<file path="src/design/kfb_pkg.sv">
// ----------------------------------------------------------------------------
// kfb_pkg: shared constants and types of the scalar Kalman filter bank
// Widths, fixed-point constants, register indexes and the divider interface.
// ----------------------------------------------------------------------------
`default_nettype none

package kfb_pkg;

  // Number of filter channels and fractional bits of the fixed-point format.
  localparam int CHANNELS  = 64;
  localparam int FRAC_BITS = 16;

  // Field widths.
  localparam int CH_W    = 6;
  localparam int VAL_W   = 32;
  localparam int GAIN_W  = FRAC_BITS + 1;
  localparam int SUM_W   = 38;
  localparam int ACT_W   = 7;
  localparam int CFG_IDX_W = 2;
  localparam int CH_IDX_W  = (CHANNELS > 1) ? $clog2(CHANNELS) : 1;

  // Fixed-point constants: 1.0 and 0.5.
  localparam logic [GAIN_W-1:0] ONE_FIX  = GAIN_W'(1) << FRAC_BITS;
  localparam logic [VAL_W-1:0]  ONE_VAL  = VAL_W'(1) << FRAC_BITS;
  localparam logic [VAL_W-1:0]  HALF_VAL = VAL_W'(1) << (FRAC_BITS - 1);
  localparam logic [ACT_W-1:0]  ACT_RESET = ACT_W'(64);

  // Configuration register indexes.
  localparam logic [CFG_IDX_W-1:0] CFG_PROCESS_NOISE     = 2'd0;
  localparam logic [CFG_IDX_W-1:0] CFG_MEASUREMENT_NOISE = 2'd1;
  localparam logic [CFG_IDX_W-1:0] CFG_ACTIVE_CHANNELS   = 2'd2;

  // Divider request and response.
  typedef struct packed {
    logic             start;
    logic [VAL_W-1:0] num;
    logic [VAL_W:0]   den;
  } kfb_div_req_t;

  typedef struct packed {
    logic              done;
    logic [GAIN_W-1:0] quot;
  } kfb_div_rsp_t;

endpackage

`default_nettype wire

</file>
<file path="src/design/kfb_div.sv">
// ----------------------------------------------------------------------------
// kfb_div: iterative gain divider
// Restoring radix-2 division of num * 2^FRAC_BITS by den, one quotient bit
// per cycle, for dividends not larger than the divisor.
// ----------------------------------------------------------------------------
`default_nettype none

module kfb_div
  import kfb_pkg::*;
(
  input  wire logic         clk,
  input  wire logic         rst_n,
  input  wire kfb_div_req_t req,
  output kfb_div_rsp_t      rsp
);

  localparam int CNT_W = $clog2(FRAC_BITS + 1);

  logic              busy_r;
  logic              done_r;
  logic [CNT_W-1:0]  cnt_r;
  logic [VAL_W:0]    rem_r;
  logic [VAL_W:0]    den_r;
  logic [GAIN_W-1:0] quot_r;

  logic [VAL_W+1:0]  trial;
  logic [VAL_W+1:0]  diff;
  logic              ge;
  logic [VAL_W:0]    rem_nxt;

  // The first step compares the dividend itself, which gives the integer bit
  // of the gain; every later step shifts a zero into the partial remainder.
  always_comb begin
    if (cnt_r == CNT_W'(FRAC_BITS)) begin
      trial = {1'b0, rem_r};
    end else begin
      trial = {rem_r, 1'b0};
    end
    diff    = trial - {1'b0, den_r};
    ge      = (trial >= {1'b0, den_r});
    rem_nxt = ge ? diff[VAL_W:0] : trial[VAL_W:0];
  end

  always_ff @(posedge clk) begin
    if (!rst_n) begin
      busy_r <= 1'b0;
      done_r <= 1'b0;
      cnt_r  <= '0;
    end else begin
      done_r <= 1'b0;
      if (req.start) begin
        busy_r <= 1'b1;
        cnt_r  <= CNT_W'(FRAC_BITS);
      end else if (busy_r) begin
        cnt_r <= cnt_r - CNT_W'(1);
        if (cnt_r == '0) begin
          busy_r <= 1'b0;
          done_r <= 1'b1;
        end
      end
    end
  end

  always_ff @(posedge clk) begin
    if (req.start) begin
      rem_r <= {1'b0, req.num};
      den_r <= req.den;
    end else if (busy_r) begin
      rem_r  <= rem_nxt;
      quot_r <= {quot_r[GAIN_W-2:0], ge};
    end
  end

  assign rsp.done = done_r;
  assign rsp.quot = quot_r;

endmodule

`default_nettype wire

</file>
<file path="config.mk">
export PLATFORM = sky130hd
export DESIGN_NAME = kfb_div
export DESIGN_NICKNAME = d
export VERILOG_FILES = /design/src/design/kfb_pkg.sv /design/src/design/kfb_div.sv
export SDC_FILE = /design/constraint.sdc
export NUM_CORES = 1
export LEC_CHECK = 0
export BUFFER_PORTS_ARGS = -buffer_cell sky130_fd_sc_hd__buf_2
export CAP_MARGIN = 10
export CORE_AREA = 4 4 159 161
export CTS_BUF_LIST = sky130_fd_sc_hd__clkbuf_8
export CTS_CLUSTER_DIAMETER = 50
export DETAILED_ROUTE_END_ITERATION = 10
export DIE_AREA = 0 0 163 165
export MAX_ROUTING_LAYER = met4
export PLACE_DENSITY_LB_ADDON = 0.15
export SLEW_MARGIN = 20
export SYNTH_ARGS = -nofsm -noshare
export SYNTH_HDL_FRONTEND = slang
export SYNTH_SLANG_ARGS = --single-unit
</file>
<file path="constraint.sdc">
create_clock -name clk -period 3.9 [get_ports clk]
set_clock_uncertainty 0.05 [all_clocks]
set_input_delay 0.39 -clock clk [delete_from_list [all_inputs] [get_ports clk]]
set_output_delay 0.39 -clock clk [all_outputs]
set_load 0.05 [all_outputs]
</file>
==> results of run 1 <==
[power by group through the flow]
stage	clock [mW]	sequential [mW]	combinational [mW]
2_1_floorplan	0	1.32	1.52
3_3_place_gp	0	1.33	2.12
3_5_place_dp	0	1.33	2.13
4_1_cts	0.718	1.31	2.17
5_1_grt	0.760	1.32	2.46
6_report	0.679	1.31	2.22
[per-stage QoR]
step	cell area (um^2)	instances	utilization (%)	setup TNS (ps)
2_1_floorplan	5930	617	-	-463
3_3_place_gp	6940	1043	29.0	0
3_5_place_dp	6940	1043	29.0	-978
4_1_cts	7180	1059	30.0	0
5_1_grt	7300	1062	30.5	-197
6_report	7300	1062	30.5	0
[worst max-delay path, delay by kind of cell (launching register included)]
family / cells / cell delay, ps
compound gates: 4 / 950
simple gates: 6 / 890
mux: 2 / 550
fa+ha+maj: 2 / 380
flops: 1 / 350
buf+inv: 3 / 330
[placed cells by master (no fill, tap or decap), drive strengths merged, types with 3 or more instances in the layout]
cell and count:
buf 132, and4 3, a21boi 3, a21o 13
and3 5, nand4 9, o211ai 5, a2bb2oi 5
clkinv 4, o31a 3, nand3 18, nand3b 4
edfxtp 82, o21ai 19, mux2i 18, mux2 13
a21oi 42, nor2 43, a31oi 7, clkbuf 9
nor2b 6, xor2 10, inv 50, o21a 6
nor4 3, nand2 125, dfxtp 8, a211oi 7
o21bai 4, ha 35, nor3 8, xnor2 17
[what timing repair did]
action | 4_1_cts | 5_1_grt
resized for setup | 10 | 16
hold endpoints to repair | 0 | 0
setup buffers | 0 | 2
pin swaps | 3 | 7
cloned | 0 | 1
endpoints found under the setup margin | 25 | 32
hold buffers | 0 | 0
[final timing paths]
kind	endpoint	cells after the start	startpoint	slack, ps
worst max-delay path	rem_r[21]	17	cnt_r[1]	130
worst min-delay path	den_r[30]	1	req[30]	120
worst max register to register	rem_r[21]	17	cnt_r[1]	130
worst min register to register	quot_r[12]	0	quot_r[11]	400
[flip-flops by register name, indices dropped and copies added (netlist names)]
name    cells
den_r      33
quot_r     17
done_r      1
cnt_r       5
busy_r      1
rem_r      33
[routing by layer]
layer / up-vias / track usage [%] / wire [um]
li1: 2424 / - / -
met1: 2309 / 17.7 / 8290
met2: 112 / 20.9 / 7980
met3: 11 / 2.17 / 694
met4: 0 / 3.16 / 142
met5: - / - / 0
[cell usage after synthesis, types with 4 or more instances]
cell / count / area (um^2)
a211oi_1: 7 / 52.6
mux2i_1: 18 / 180
edfxtp_1: 82 / 2460
o21bai_1: 4 / 30.0
nand3b_1: 4 / 30.0
o211ai_1: 5 / 37.5
a2bb2oi_1: 5 / 43.8
nor2_1: 43 / 161
xor2_1: 10 / 87.6
clkbuf_1: 20 / 75.1
dfxtp_1: 8 / 160
nor2b_1: 5 / 31.3
and3_1: 5 / 31.3
a21o_1: 13 / 97.6
nand4_1: 9 / 56.3
o21ai_0: 19 / 95.1
nor3_1: 8 / 40.0
nand3_1: 17 / 85.1
a21oi_1: 41 / 205
a31oi_1: 6 / 37.5
mux2_4: 8 / 120
nand2_1: 125 / 469
o21a_1: 6 / 45.0
ha_1: 35 / 438
inv_1: 47 / 176
xnor2_1: 17 / 149
mux2_2: 5 / 56.3
[cells by family (layout without fill, tap and decap cells)]
| kind of cell | count (synthesis) | after routing | share of synthesized area, % |
|---|---|---|---|
| fa+ha+maj | 36 | 36 | 7.82 |
| buf+inv | 76 | 197 | 5.43 |
| flops | 90 | 90 | 44.8 |
| compound gates | 128 | 128 | 14.6 |
| xor+xnor | 27 | 27 | 4.04 |
| simple gates | 229 | 229 | 17.2 |
| mux | 31 | 31 | 6.09 |
[layout make-up]
type                            count  share of cell area (%)
Tap cell                          324                    5.55
Clock inverter                      7                    1.05
Multi-Input combinational cell    451                    42.1
Timing Repair inverter              1                  0.0857
Timing Repair Buffer              132                    11.1
Clock buffer                        9                    1.70
Inverter                           48                    2.54
Sequential cell                    90                    36.0
==> results.json, run 1 <==
{
  "status": "completed",
  "yosys.cell_types.count": 56,
  "ios": 86,
  "multi_input_area_um2": 3070,
  "synth_nets": 721,
  "drt_pre_antenna_iters": 5,
  "grt_usage_pct": 13.1,
  "synth_area_um2": 5850,
  "cp-end-kind": "flop",
  "grt_max_degree": 56,
  "via_per_inst": 4.57,
  "area_growth_pct": 24.7,
  "fin_crit_ps": 3770,
  "dpl.hpwl_um": 13000,
  "clockPowerShare_pct": 16.1,
  "finalSetupViolCount": 0,
  "drv_slew": 0,
  "drc_errors": 0,
  "tritoncts": "built",
  "coreArea_um2": 24000,
  "regArea_um2": 2630,
  "max-slew-margin-rel_pct": 44.5,
  "path_clk_slew_ps": 100,
  "clock_latency_ps": 380,
  "grt_pass1_vias": 5081,
  "num_antenna_cells": 0,
  "hold_viol": 0,
  "fin_ws_ps": 133,
  "numCtsBuffers": 9,
  "worst_path_max_delay_cell": "dfxtp_2",
  "n_fill_cell": 2583,
  "fp.dieH_um": 165,
  "antenna_found_initial": 0,
  "die_w_um": 163,
  "hold_class": "input pin to flop",
  "yosysSeqAreaShare_pct": 44.8,
  "holdWs_ps": 125,
  "yosysWarnings": 0,
  "irDropWorstVdd_mv": 0.173,
  "cp-start-kind": "flop",
  "crit_fanout": 14,
  "p_leak_nw": 3.15,
  "pre_cts_ws_ps": -107,
  "p_int_mw": 2.55,
  "htreeDepth": 3,
  "cpPeakStageDelay_ps": 350,
  "netSwitchingPower_mw": 1.66,
  "initial_core_util_pct": 24.4,
  "fmax_ghz": 0.265,
  "drv_cap": 0,
  "dieArea_um2": 26900,
  "design_power_total_mw": 4.21,
  "power_density_nw_per_um2": 577,
  "syn_area_per_cell_um2": 9.49,
  "finalCritPeriodShare_pct": 96.6,
  "num_rows": 57,
  "p_comb_share_pct": 52.8,
  "drtIter0Drc": 245,
  "synth-async-reset-ratio_pct": 0,
  "worstMarginPinSlew_ps": 832,
  "wl_um": 17100,
  "yosys_most_used_dff": "edfxtp_1",
  "crit_type": "flop to flop",
  "p_seq_share_pct": 31.0,
  "ys_ff_latch": 90,
  "cp.arrival_ps": 3850,
  "portBuffers": 85,
  "fin_nets": 837,
  "cts_buffer_depth": 2,
  "grt-ovfl-total": 0,
  "synthCells": 617,
  "via_count": 4856,
  "synth_edf_count": 82,
  "cts_root_buf": "clkbuf_8",
  "drive_gt1_share_pct": 26.2,
  "crit_chain": "inv_2 -> ha_4 -> and3_4 -> buf_12 -> nand2_2 -> nand2_2 -> ha_4 -> nor2b_4 -> o31a_1 -> o31ai_4 -> nand3_2 -> a31oi_4 -> and4_4 -> o21a_4 -> clkinv_4 -> mux2_4 -> mux2_4",
  "grt_pass1_wl_um": 26900,
  "detail-route-antenna-nets": 0,
  "cp.required_ps": 3980,
  "rsz0062_at_grt": "true",
  "wl_per_cell_um": 16.1,
  "cts_sinks": 90,
  "p_sw_share_pct": 39.5,
  "place.gp.congestion": 0.881
}
Note: power is estimated with default switching activity, not from simulation.
==> run 2: changes to the inputs <==
REMOVE_ABC_BUFFERS = 1   (was not set)
==> run 2 against run 1 <==
Fmax rose by 0.80%. First-iteration DRC count fell by 6.9%. Clock power rose by 11%.
==> results.json, run 2 (synthesis gave the netlist of run 1 again) <==
{
  "status": "completed",
  "wl_per_cell_um": 15.7,
  "drc_errors": 0,
  "r2r_slack_ps": 160,
  "rsz0062_at_grt": "false",
  "numCtsBuffers": 9,
  "final_cell_count_no_fill": 1088,
  "n_fill_cell": 2556,
  "hold_viol": 0,
  "hold_class": "input pin to flop",
  "placed_cells": 1061,
  "detail-route-antenna-nets": 0,
  "initial_core_util_pct": 24.4,
  "hold_buffers": 0,
  "crit_family": "simple AND/OR/NAND/NOR gates",
  "grt-ovfl-total": 0,
  "grt_pass1_vias": 5175,
  "irDropWorstVdd_mv": 0.170,
  "p_int_mw": 2.75,
  "netSwitchingPower_mw": 1.70,
  "finalSetupViolCount": 0,
  "worst_path_max_delay_cell": "dfxtp_2",
  "tritoncts": "built",
  "cts_sinks": 90,
  "worst-path-buf-inv": 5,
  "p_leak_nw": 3.30,
  "crit_type": "flop to flop",
  "holdWs_ps": 119,
  "cp-end-kind": "flop",
  "finalCritPeriodShare_pct": 95.8,
  "wl_um": 17100,
  "grt_usage_pct": 13.1,
  "area_growth_pct": 29.7,
  "cts_root_buf": "clkbuf_8",
  "crit_chain": "inv_2 -> ha_4 -> and3_4 -> buf_12 -> buf_12 -> nand2_1 -> nand2_1 -> ha_1 -> buf_4 -> o21ai_2 -> o21ai_1 -> o211ai_1 -> nand3_2 -> a31oi_4 -> and4_4 -> o21a_4 -> clkinvlp_4 -> mux2_4 -> mux2_2",
  "drt_pre_antenna_iters": 4,
  "grt_max_degree": 47,
  "cts_buffer_depth": 2,
  "fmax_ghz": 0.268,
  "drive_gt1_share_pct": 29.8,
  "cpPeakStageDelay_ps": 350,
  "cp.required_ps": 4000,
  "antenna_found_initial": 0,
  "ios": 86,
  "p_seq_share_pct": 29.4,
  "dieArea_um2": 26900,
  "max-slew-margin-rel_pct": 50.2,
  "clock_latency_ps": 390,
  "num_rows": 57,
  "dpl.hpwl_um": 13100,
  "drtIter0Drc": 228,
  "clockPowerShare_pct": 16.9,
  "num_antenna_cells": 0,
  "reg_top3": "den_r x33, rem_r x33, quot_r x17",
  "final_cell_mix": "nand2_1 (123), buf_2 (85), edfxtp_1 (82)",
  "htreeDepth": 3,
  "fin_crit_ps": 3740,
  "place.gp.congestion": 0.889,
  "drv_slew": 0,
  "fin_nets": 863,
  "crit_fanout": 12,
  "via_per_inst": 4.52,
  "path_clk_slew_ps": 100,
  "portBuffers": 85,
  "coreArea_um2": 24000,
  "p_comb_share_pct": 53.7,
  "grt_pass1_wl_um": 27000,
  "die_w_um": 163,
  "design_power_total_mw": 4.45,
  "drv_cap": 0,
  "worstMarginPinSlew_ps": 744,
  "cp.arrival_ps": 3840,
  "fp.dieH_um": 165,
  "power_density_nw_per_um2": 586,
  "p_sw_share_pct": 38.2,
  "mostFrequentLayoutCell": "nand2_1",
  "via_count": 4913,
  "cp-start-kind": "flop"
}
==> run 2: layout make-up <==
class | instances | area [um^2] | share of cell area (%)
Timing Repair Buffer | 158 | 1010 | 13.4
Inverter | 48 | 183 | 2.41
Clock buffer | 10 | 138 | 1.81
Sequential cell | 90 | 2630 | 34.6
Tap cell | 324 | 405 | 5.34
Multi-Input combinational cell | 451 | 3130 | 41.2
Clock inverter | 6 | 90.1 | 1.19
Timing Repair inverter | 1 | 7.51 | 0.0989
==> run 2: final timing paths <==
check / cells past startpoint / to / start
worst min register to register: 0 / quot_r[16] / quot_r[15]
worst max-delay path: 19 / rem_r[5] / cnt_r[1]
worst max register to register: 19 / rem_r[5] / cnt_r[1]
worst min-delay path: 1 / den_r[4] / req[4]
==> run 2: layer usage <==
metal	vias to the layer above	global-route usage [%]	part of all wire (%)
met3	17	2.82	3.3
met5	-	-	0
li1	2474	-	-
met2	99	22.3	50
met4	0	3.05	1.3
met1	2323	16.1	46
==> run 2: power by group through the flow <==
stage / sequential (mW) / combinational, mW / clock (mW)
6_report: 1.31 / 2.39 / 0.753
2_1_floorplan: 1.32 / 1.43 / 0
5_1_grt: 1.33 / 2.66 / 0.824
3_3_place_gp: 1.32 / 2.21 / 0
4_1_cts: 1.31 / 2.33 / 0.794
3_5_place_dp: 1.32 / 2.22 / 0
==> run 2: what timing repair did <==
| action | 4_1_cts | 5_1_grt |
|---|---|---|
| hold endpoints to repair | 0 | 0 |
| gates resized for setup | 20 | 27 |
| gates cloned | 1 | 0 |
| pin swaps | 9 | 10 |
| buffers inserted | 10 | 0 |
| setup endpoints to repair | 24 | 30 |
==> run 2: stage by stage <==
step / setup TNS, ps / cell area, um^2 / worst slack [ps] / util, %
2_1_floorplan: -13160 / 5720 / -712 / -
3_3_place_gp: -30.2 / 7040 / -30.2 / 29.4
3_5_place_dp: -1260 / 7040 / -116 / 29.4
4_1_cts: 0 / 7450 / 13.8 / 31.1
5_1_grt: 0 / 7590 / 3.94 / 31.7
6_report: 0 / 7590 / 163 / 31.7
==> run 3: changes to the inputs <==
CORE_AREA = 4 4 145 147   (was 4 4 159 161)
CTS_BUF_LIST = sky130_fd_sc_hd__clkbuf_4   (was sky130_fd_sc_hd__clkbuf_8)
DIE_AREA = 0 0 149 151   (was 0 0 163 165)
==> run 3 against run 2 <==
Critical path depth fell by 1. Sequential power about the same. Non-clock buffer count increased by 26. Via count increased by 2.0%. Global-route usage increased by 1.8 points. Combinational power shrank 2%. Hold slack worse by 75 ps. Sequential share of layout area down 0.33 points. Utilization increased by 6.8 points. Critical endpoint unchanged. Largest power group unchanged.
==> results.json, run 3 (synthesis gave the netlist of run 1 again) <==
{
  "crit_family": "compound AO/OA/AOI/OAI gates",
  "cpPeakStageDelay_ps": 380,
  "p_leak_nw": 3.36,
  "drc_errors": 0,
  "path_clk_slew_ps": 150,
  "cts_sinks": 90,
  "hold_viol": 0,
  "finalSetupViolCount": 0,
  "wl_per_cell_um": 15.3,
  "worst_path_max_delay_cell": "dfxtp_2",
  "crit_type": "flop to flop",
  "grt-ovfl-total": 0,
  "dpl.hpwl_um": 12200,
  "crit_fanout": 8,
  "antenna_found_initial": 1,
  "fin_ws_ps": 21.2,
  "grt_max_degree": 34,
  "max-slew-margin-rel_pct": 69.2,
  "design_power_total_mw": 4.15,
  "fin_crit_ps": 3880,
  "reg_top3": "den_r x33, rem_r x33, quot_r x17",
  "drive_gt1_share_pct": 27.9,
  "area_growth_pct": 31.0,
  "grt_pass1_wl_um": 26000,
  "tritoncts": "built",
  "rsz0062_at_grt": "true",
  "cts_buffer_depth": 2,
  "hold_class": "input pin to flop",
  "cp.required_ps": 4110,
  "via_per_inst": 4.73,
  "drv_cap": 0,
  "dieArea_um2": 22500,
  "drtIter0Drc": 340,
  "place.gp.congestion": 0.870,
  "worstMarginPinSlew_ps": 462,
  "irDropWorstVdd_mv": 0.181,
  "detail-route-antenna-nets": 0,
  "initial_core_util_pct": 29.4,
  "cp-end-kind": "flop",
  "fp.dieH_um": 151,
  "cp.arrival_ps": 4090,
  "drv_slew": 0,
  "mostFrequentLayoutCell": "nand2_1",
  "grt_pass1_vias": 5244,
  "cp-start-kind": "flop",
  "power_density_nw_per_um2": 541,
  "crit_chain": "inv_2 -> ha_4 -> and3_4 -> buf_12 -> nand2_4 -> nand2_4 -> ha_4 -> nor2b_4 -> o31a_1 -> o31ai_4 -> nand3_2 -> a31oi_4 -> and4_1 -> o21a_1 -> clkinv_4 -> buf_4 -> mux2_2 -> mux2_2",
  "pre_cts_ws_ps": -3.75,
  "numCtsBuffers": 9,
  "setup-tns-final_ps": 0,
  "status": "completed",
  "fin_nets": 888,
  "finalCritPeriodShare_pct": 99.5,
  "grt_usage_pct": 15.0,
  "portBuffers": 85,
  "via_count": 5010,
  "clock_latency_ps": 490,
  "htreeDepth": 3,
  "ios": 86,
  "cts_root_buf": "clkbuf_4",
  "final_cell_mix": "nand2_1 (120), buf_2 (85), edfxtp_1 (82)",
  "drt_pre_antenna_iters": 6,
  "wl_um": 16200,
  "fmax_ghz": 0.258,
  "coreArea_um2": 19900,
  "num_rows": 52,
  "worst-path-buf-inv": 4,
  "die_w_um": 149
}
==> run 3: final cells by class <==
| cell class | count | area (um^2) |
|---|---|---|
| Fill cell | 2055 | 12200 |
| Multi-Input combinational cell | 451 | 3100 |
| Sequential cell | 90 | 2630 |
| Timing Repair Buffer | 184 | 1300 |
| Tap cell | 270 | 338 |
| Inverter | 48 | 185 |
| Clock buffer | 12 | 90.1 |
| Clock inverter | 4 | 26.3 |
| Antenna cell | 1 | 2.50 |
==> run 3: worst paths after layout <==
kind | startpoint | end | slack [ps] | cells past startpoint
min | req[16] | den_r[16] | 40 | 1
max | cnt_r[1] | rem_r[5] | 20 | 18
max reg2reg | cnt_r[1] | rem_r[5] | 20 | 18
min reg2reg | quot_r[15] | quot_r[16] | 410 | 0
==> run 3: what timing repair did <==
action	CTS	global route
hold endpoints to repair	30	0
gates resized for setup	4	40
pin swaps	0	13
hold buffers	30	0
setup endpoints to repair	7	31
buffers inserted	0	9
==> run 3: where the power goes <==
part           leakage (nW)  switching (mW)  internal (mW)
logic                  2.43            1.22           1.13
clock network        0.0677           0.344          0.153
registers             0.865          0.0718           1.23
==> run 3: metal layers <==
layer / share of wire [%] / vias up / track usage (%)
met3: 2.9 / 15 / 2.39
li1: - / 2532 / -
met2: 47 / 68 / 24.4
met5: 0 / - / -
met4: 1.5 / 0 / 4.21
met1: 49 / 2395 / 19.4
==> run 3: worst reg2reg max path: stages (launching register included) <==
cell      delay, ps
dfxtp_2         380
inv_2            60
ha_4            170
and3_4          190
buf_12          150
nand2_4          60
nand2_4          60
ha_4            240
nor2b_4         120
o31a_1          340
o31ai_4         280
nand3_2         140
a31oi_4         220
and4_1          240
o21a_1          200
clkinv_4         80
buf_4           170
mux2_2          270
mux2_2          250
==> run 3: through the flow <==
stage / util [%] / area (um^2) / hold slack, ps / instances
floorplan: - / 5720 / 419 / 589
global placement: 35.0 / 6970 / 378 / 1004
detailed placement: 35.0 / 6970 / 381 / 1004
CTS: 37.2 / 7400 / 3.11 / 1050
global route: 38.5 / 7670 / 13.8 / 1060
finish: 38.5 / 7670 / 44.8 / 1060
